--- src/rtl/core/soa_pkg.sv ---
package soa_pkg;

  // Geometry of the cache.
  localparam int NUM_SLABS   = 16;
  localparam int SLAB_AW     = 4;
  localparam int MAX_OBJECTS = 256;
  localparam int OBJ_AW      = 8;
  localparam int SLOT_AW     = SLAB_AW + OBJ_AW;
  localparam int WIN_BITS    = 16;
  localparam int ADDR_W      = 20;
  localparam int SIZE_W      = 15;
  localparam int CNT_W       = 9;
  localparam int DIV_W       = WIN_BITS + 1;

  localparam logic [SLAB_AW:0] NIL_SLAB = (SLAB_AW + 1)'(NUM_SLABS);
  localparam logic [OBJ_AW:0]  NIL_SLOT = (OBJ_AW + 1)'(MAX_OBJECTS);

  // List kinds.
  localparam logic [1:0] KIND_EMPTY   = 2'd0;
  localparam logic [1:0] KIND_PARTIAL = 2'd1;
  localparam logic [1:0] KIND_FULL    = 2'd2;

  // Commands.
  localparam logic [1:0] CMD_ALLOC  = 2'd0;
  localparam logic [1:0] CMD_FREE   = 2'd1;
  localparam logic [1:0] CMD_SHRINK = 2'd2;

  // Result status codes.
  localparam logic [1:0] STAT_OK       = 2'd0;
  localparam logic [1:0] STAT_NO_SLAB  = 2'd1;
  localparam logic [1:0] STAT_BAD_ADDR = 2'd2;
  localparam logic [1:0] STAT_NOT_USED = 2'd3;

  // Configuration register indexes.
  localparam logic CFG_OBJ_BYTES = 1'b0;
  localparam logic CFG_OBJS      = 1'b1;

  // One entry of the slab descriptor memory. The cap field holds the
  // watermark the slab started with in its current life.
  typedef struct packed {
    logic              live;
    logic [1:0]        kind;
    logic [SLAB_AW:0]  next;
    logic [SLAB_AW:0]  prev;
    logic [CNT_W-1:0]  used;
    logic [CNT_W-1:0]  wm;
    logic [CNT_W-1:0]  cap;
    logic [OBJ_AW:0]   stk;
  } soa_rec_t;

  // One entry of the slot memory: busy flag and free stack link.
  typedef struct packed {
    logic              busy;
    logic [OBJ_AW:0]   link;
  } soa_slot_t;

  typedef enum logic [4:0] {
    ST_IDLE,
    ST_REC_RD,
    ST_DIV,
    ST_POP,
    ST_SLOT_RD,
    ST_UPD,
    ST_FREE_CHK,
    ST_MV_P,
    ST_MV_PW,
    ST_MV_N,
    ST_MV_NW,
    ST_MV_H,
    ST_MV_HW,
    ST_REC_WR,
    ST_SHR,
    ST_DONE
  } soa_state_e;

endpackage

--- src/rtl/core/soa_div.sv ---
module soa_div import soa_pkg::*; (
  input  logic              clk_i,
  input  logic              rst_ni,
  input  logic              start_i,
  input  logic [DIV_W-1:0]  dividend_i,
  input  logic [SIZE_W-1:0] divisor_i,
  output logic              done_o,
  output logic [DIV_W-1:0]  quot_o,
  output logic [SIZE_W-1:0] rem_o
);

  logic                     busy_q;
  logic                     done_q;
  logic [$clog2(DIV_W)-1:0] cnt_q;
  logic [DIV_W-1:0]         quo_q;
  logic [SIZE_W-1:0]        rem_q;
  logic [SIZE_W:0]          trial;
  logic [SIZE_W:0]          diff;
  logic                     ge;

  // One restoring step: shift in the next dividend bit and try a subtract.
  always_comb begin
    trial = {rem_q, quo_q[DIV_W-1]};
    diff  = trial - {1'b0, divisor_i};
    ge    = trial >= {1'b0, divisor_i};
  end

  always_ff @(posedge clk_i or negedge rst_ni) begin
    if (!rst_ni) begin
      busy_q <= 1'b0;
      done_q <= 1'b0;
      cnt_q  <= '0;
    end else begin
      done_q <= 1'b0;
      if (start_i) begin
        busy_q <= 1'b1;
        cnt_q  <= '0;
      end else if (busy_q) begin
        cnt_q <= cnt_q + 1'b1;
        if (cnt_q == ($clog2(DIV_W))'(DIV_W - 1)) begin
          busy_q <= 1'b0;
          done_q <= 1'b1;
        end
      end
    end
  end

  // Quotient and remainder registers carry no reset.
  always_ff @(posedge clk_i) begin
    if (start_i) begin
      quo_q <= dividend_i;
      rem_q <= '0;
    end else if (busy_q) begin
      quo_q <= {quo_q[DIV_W-2:0], ge};
      rem_q <= ge ? diff[SIZE_W-1:0] : trial[SIZE_W-1:0];
    end
  end

  assign done_o = done_q;
  assign quot_o = quo_q;
  assign rem_o  = rem_q;

endmodule

--- config.mk ---
export PLATFORM = sky130hd
export DESIGN_NAME = soa_div
export DESIGN_NICKNAME = d
export VERILOG_FILES = /design/src/rtl/core/soa_pkg.sv /design/src/rtl/core/soa_div.sv
export SDC_FILE = /design/constraint.sdc
export NUM_CORES = 1
export LEC_CHECK = 0
export BUFFER_PORTS_ARGS = -buffer_cell sky130_fd_sc_hd__buf_2
export CORE_MARGIN = 3
export CORE_UTILIZATION = 40
export DETAILED_ROUTE_END_ITERATION = 16
export HOLD_SLACK_MARGIN = 0.02
export SLEW_MARGIN = 20
export SYNTH_ARGS = -nofsm -noshare
export SYNTH_HDL_FRONTEND = slang
export SYNTH_SLANG_ARGS = --single-unit
--- constraint.sdc ---
create_clock -name clk_i -period 3 [get_ports clk_i]
set_input_delay 0.3 -clock clk_i [delete_from_list [all_inputs] [get_ports clk_i]]
set_output_delay 0.3 -clock clk_i [all_outputs]
set_load 0.01 [all_outputs]
Word level (Yosys, flattened, before mapping):

Index checks and enable logic that the tools add are counted.

* flip-flop bits (word level): 39
* logic and storage cells: 21
* output and inout port bits: 33
* input port bits: 35

* reduce and logical (&&, ||, !) cells: 1
* eq/ne operators: 1
* $lt $le $gt $ge: 1
* add/sub/neg operators: 2
* mux-type cells: 11

Operators with widths (count)
* $mux W17: 2
* $ge A16 B15 Y1: 1
* $mux W15: 1
* $sub A15 B15 Y15: 1
* $mux W5: 2
* $mux W1: 6
* $add A5 B1 Y5 const B: 1
* $eq A5 B5 Y1 const B: 1
* $reduce_bool A2 Y1: 1

Longest topological paths before layout:

* depth after elaboration: 4
* mapped depth: 10
* gate-level depth less buffers: 9

Least setup slack after synthesis:

OpenSTA, ideal clock, no wires.

* path kind: reg2reg
* from: reg quo_q[16] (netlist: quot_o[16])
* to: reg rem_q[9] (netlist: rem_o[9])
* data arrival time: 2285 ps
* cell stages (with the launch flop): 10
* slack: 624 ps
* path buffers: 0
* cells stage by stage: edfxtp_1 > inv_1 > ha_1 > fa_1 > nor2b_1 > o22ai_1 > a31oi_2 > o2111ai_2 > a221o_1 > a311oi_1

* longest elaborated chain between the ends: 2
* elaborated cells between the ends (all ways): 3

Ends and longest elaborated chain
* start, declared: line soa_div.sv:15 `logic [DIV_W-1:0] quo_q;`
* start signal, assigned: line soa_div.sv:51 `quo_q <= dividend_i;`
* start signal, assigned: line soa_div.sv:54 `quo_q <= {quo_q[DIV_W-2:0], ge};`
* $sub A15 B15 Y15 or $ge A16 B15 Y1 (tied branches): line soa_div.sv:24, soa_div.sv:25
* $mux W15 (*): line soa_div.sv:55 `rem_q <= ge ? diff[SIZE_W-1:0] : trial[SIZE_W-1:0];`
* end signal, assigned: line soa_div.sv:55
* end, declared: line soa_div.sv:16 `logic [SIZE_W-1:0] rem_q;`

Every way passes the cells marked *; elsewhere a longest branch is shown, timed or not.
A chain may end at the register's enable or synchronous reset.

Final worst setup path:

* from: reg quo_q[16] (netlist: quot_o[16])
* to: reg rem_q[7] (netlist: rem_o[7])

The elaborated chain is that of the path after synthesis.

==> metrics.txt <==
Die Y=87.4 um; clock buffer depth=2; first-pass GRT wire length=roughly 11 mm; largest family of logic cells by synthesized area=compound AO/OA/AOI/OAI gates; Via density=5.57; die area=7640 um^2; Layout Cells excl Fill=430; Setup crit end kind=flop; final worst path period need=2.62 ns; Tcrit/Tclk final=0.873; Post-synth EDFFs=17; dpl ws=0.364 ns; CTS sink cnt=39; maxcap violations=0; post-synthesis async set-or-reset flop share=0.179; IR Drop Worst-Case VDD=0.000402 V; RSZ-0062 raised after global routing=no; core area=about 6400 um^2; crit path from=quot_o[16]; clock latency at the later pin of the worst-skew pair=0.29 ns; largest net degree at the start of global routing=38; Netlist Area Pre-Place=2650 um^2; post-synth top area share=0.193; Seq cells post-synth=39; Max Fanout on Critical Path=12; warnings from Yosys=0; final WL=6.54 mm; simple-gate share of the synthesized area=0.151; cell at the slowest stage of the critical path=o2111a_1; Filler Cell Count=638; ys flop type=edfxtp_1; Remaining Overflow, GRT=0; worst r2r src=quot_o[16]; total chip power=2340 uW; Crit Path Class=flop to flop; Adder-Cell Fraction of Synth Area=0.0878; final instance area=3170 um^2; XOR/XNOR Fraction of Synth Area=0.0330; Detailed Route Iter0 Violations=125; clock skew=0.00339 ns; CP endpoint=rem_o[7]; R2R setup slack=0.38 ns; PD cells=737 nW/um^2; Yosys cell types=54; Final Setup Violations=0; status=completed; # IOs=between 60 and 70; Max-slew headroom=0.538; Max stage delay on crit path=0.47 ns; Leakage Power=roughly 0.0015 uW; DR pass1 iterations=4; setup tns final=0 ns; Worst Max-Slew Pin Slew=0.692 ns; H-tree depth=2; worst hold path class=primary input to flop; worst r2r dst=rem_o[7]; post-synthesis compound-gate area fraction=0.214; largest cells by area after synthesis=edfxtp_1 (19%), dfxtp_1 (11%), ha_1 (8.0%); placed wire-length estimate=4.96 mm; DP Cell Count=421; Data required, critical path=3.19 ns; initial core utilization=0.415; Synth Instances=285; Area Growth Syn to Fin=19.7%; vias in the first global route=2252; cell taking the most area after synthesis=edfxtp_1; Max Slew Vio Count=0; clock root buffer=clkbuf_8; Startpoint Class=flop; DR WL/cell=15.2 um; Rows=29; syn nets=approximately 340; initial antenna violation count=0; Seq/Total Area, Yosys=0.372; via count=2394; R2R depth=9; gr usage total=0.183; TritonCTS clock tree=yes; Port Buf Inserts=67; dpl cell area=slightly above 3000 um^2; CP cell instances=inv_1 -> ha_1 -> fa_1 -> nor2b_1 -> o22ai_1 -> a31oi_2 -> o2111a_1 -> o21ai_1 -> a311oi_1; Die Span X=87.4 um; GPL Wtd Cong=0.805; final hold violation count=0; fmax=between 300 and 400 MHz; Avg Synthesized Cell Area=9.30 um^2; Post-DRT Antenna Nets=0; CTS clk-pin slew, worst paths=0.08 ns; fraction of layout cells with a size suffix above 1=0.297; remaining routing DRC violations=0; # nets final=405; # diodes=0; final worst-path setup slack=0.381 ns; TritonCTS Buffers=5; multiplexer share of the synthesized area=0.0878; crit path DAT=2.81 ns
sequential cells by signal (all words and copies together) (netlist names):
name    flops
busy_q      1
cnt_q       5
done_o      1
quot_o     17
rem_o      15
cells by family (layout without fill, tap and decap cells):
| logic type | Yosys count | after routing |
|---|---|---|
| AO/OA/AOI/OAI | 75 | 75 |
| XOR/XNOR | 10 | 10 |
| buffers and inverters | 37 | 105 |
| adder cells (fa/ha/maj) | 18 | 18 |
| AND/OR/NAND/NOR | 85 | 85 |
| flip-flops | 39 | 39 |
| multiplexers | 21 | 21 |
final cells by class:
cell class,instances,area (um^2),area share
multi-input combinational,209,1520,0.479
inverter,21,78.8,0.0248
clock buffer,6,72.6,0.0229
tap,77,96.3,0.0304
clock inverter,2,12.5,0.00394
sequential,39,986,0.311
timing repair buffer,76,405,0.128
what timing repair did:
action / 4_1_cts / 5_1_grt
setup buffers: 0 / 0
gates resized for setup: 0 / 0
hold endpoints to repair: 7 / 0
hold buffers: 1 / 0
critical path, delay by kind of cell (launching register included):
| kind | cells | cell delay (ns) |
|---|---|---|
| AO/OA/AOI/OAI | 5 | 1.31 |
| adder cells (fa/ha/maj) | 2 | 0.61 |
| flip-flops | 1 | 0.38 |
| AND/OR/NAND/NOR | 1 | 0.17 |
| buffers and inverters | 1 | 0.05 |
worst min-delay path by stage:
stage / startpoint / to / slack (ns) / cells after the start
2_1_floorplan: rst_ni / busy_q / 0.004 / 0
3_3_place_gp: rst_ni / cnt_q[2] / 0.14 / 1
3_5_place_dp: rst_ni / cnt_q[4] / 0.14 / 1
4_1_cts: start_i / busy_q / 0.28 / 3
5_1_grt: start_i / busy_q / 0.28 / 3
6_report: start_i / busy_q / 0.28 / 3
Yosys cell counts (4+ instances only):
| library cell | number |
|---|---|
| a211oi_1 | 4 |
| a21o_1 | 4 |
| a21oi_1 | 12 |
| a311oi_1 | 13 |
| buf_2 | 4 |
| clkbuf_1 | 10 |
| dfrtp_1 | 7 |
| dfxtp_1 | 15 |
| edfxtp_1 | 17 |
| ha_1 | 17 |
| inv_1 | 21 |
| mux2_2 | 18 |
| nand2_1 | 19 |
| nand3_1 | 15 |
| nand4_1 | 5 |
| nor2_1 | 27 |
| nor3_1 | 4 |
| o211ai_1 | 4 |
| o21ai_0 | 11 |
| xnor2_1 | 4 |
| xor2_1 | 6 |
through the flow:
stage	util	hold WS [ns]
2_1_floorplan	-	0.00441
3_3_place_gp	0.482	0.145
3_5_place_dp	0.482	0.143
4_1_cts	0.497	0.276
5_1_grt	0.497	0.284
6_report	0.497	0.285
cells in the final DEF, fill, tap and decap left out, drive strengths merged, types with 14 or more instances in the layout:
cell,synthesis,final
ha,17,17
nand3,15,15
buf,6,75
edfxtp,17,17
inv,21,21
a311oi,14,14
mux2,18,18
nand2,19,19
dfxtp,15,15
nor2,27,27
layer usage:
metal / wire [um] / track usage / up-vias
li1: - / - / 1202
met1: 3270 / 0.274 / 1113
met2: 2750 / 0.266 / 74
met3: 462 / 0.0435 / 5
met4: 53 / 0.0418 / 0
met5: 0 / 0 / -
power breakdown:
part           total (uW)  internal [uW]  switching (uW)
sequential            789            676             113
combinational        1200            526             670
clock                 355            163             192
Note: power is estimated with default switching activity, not from simulation.
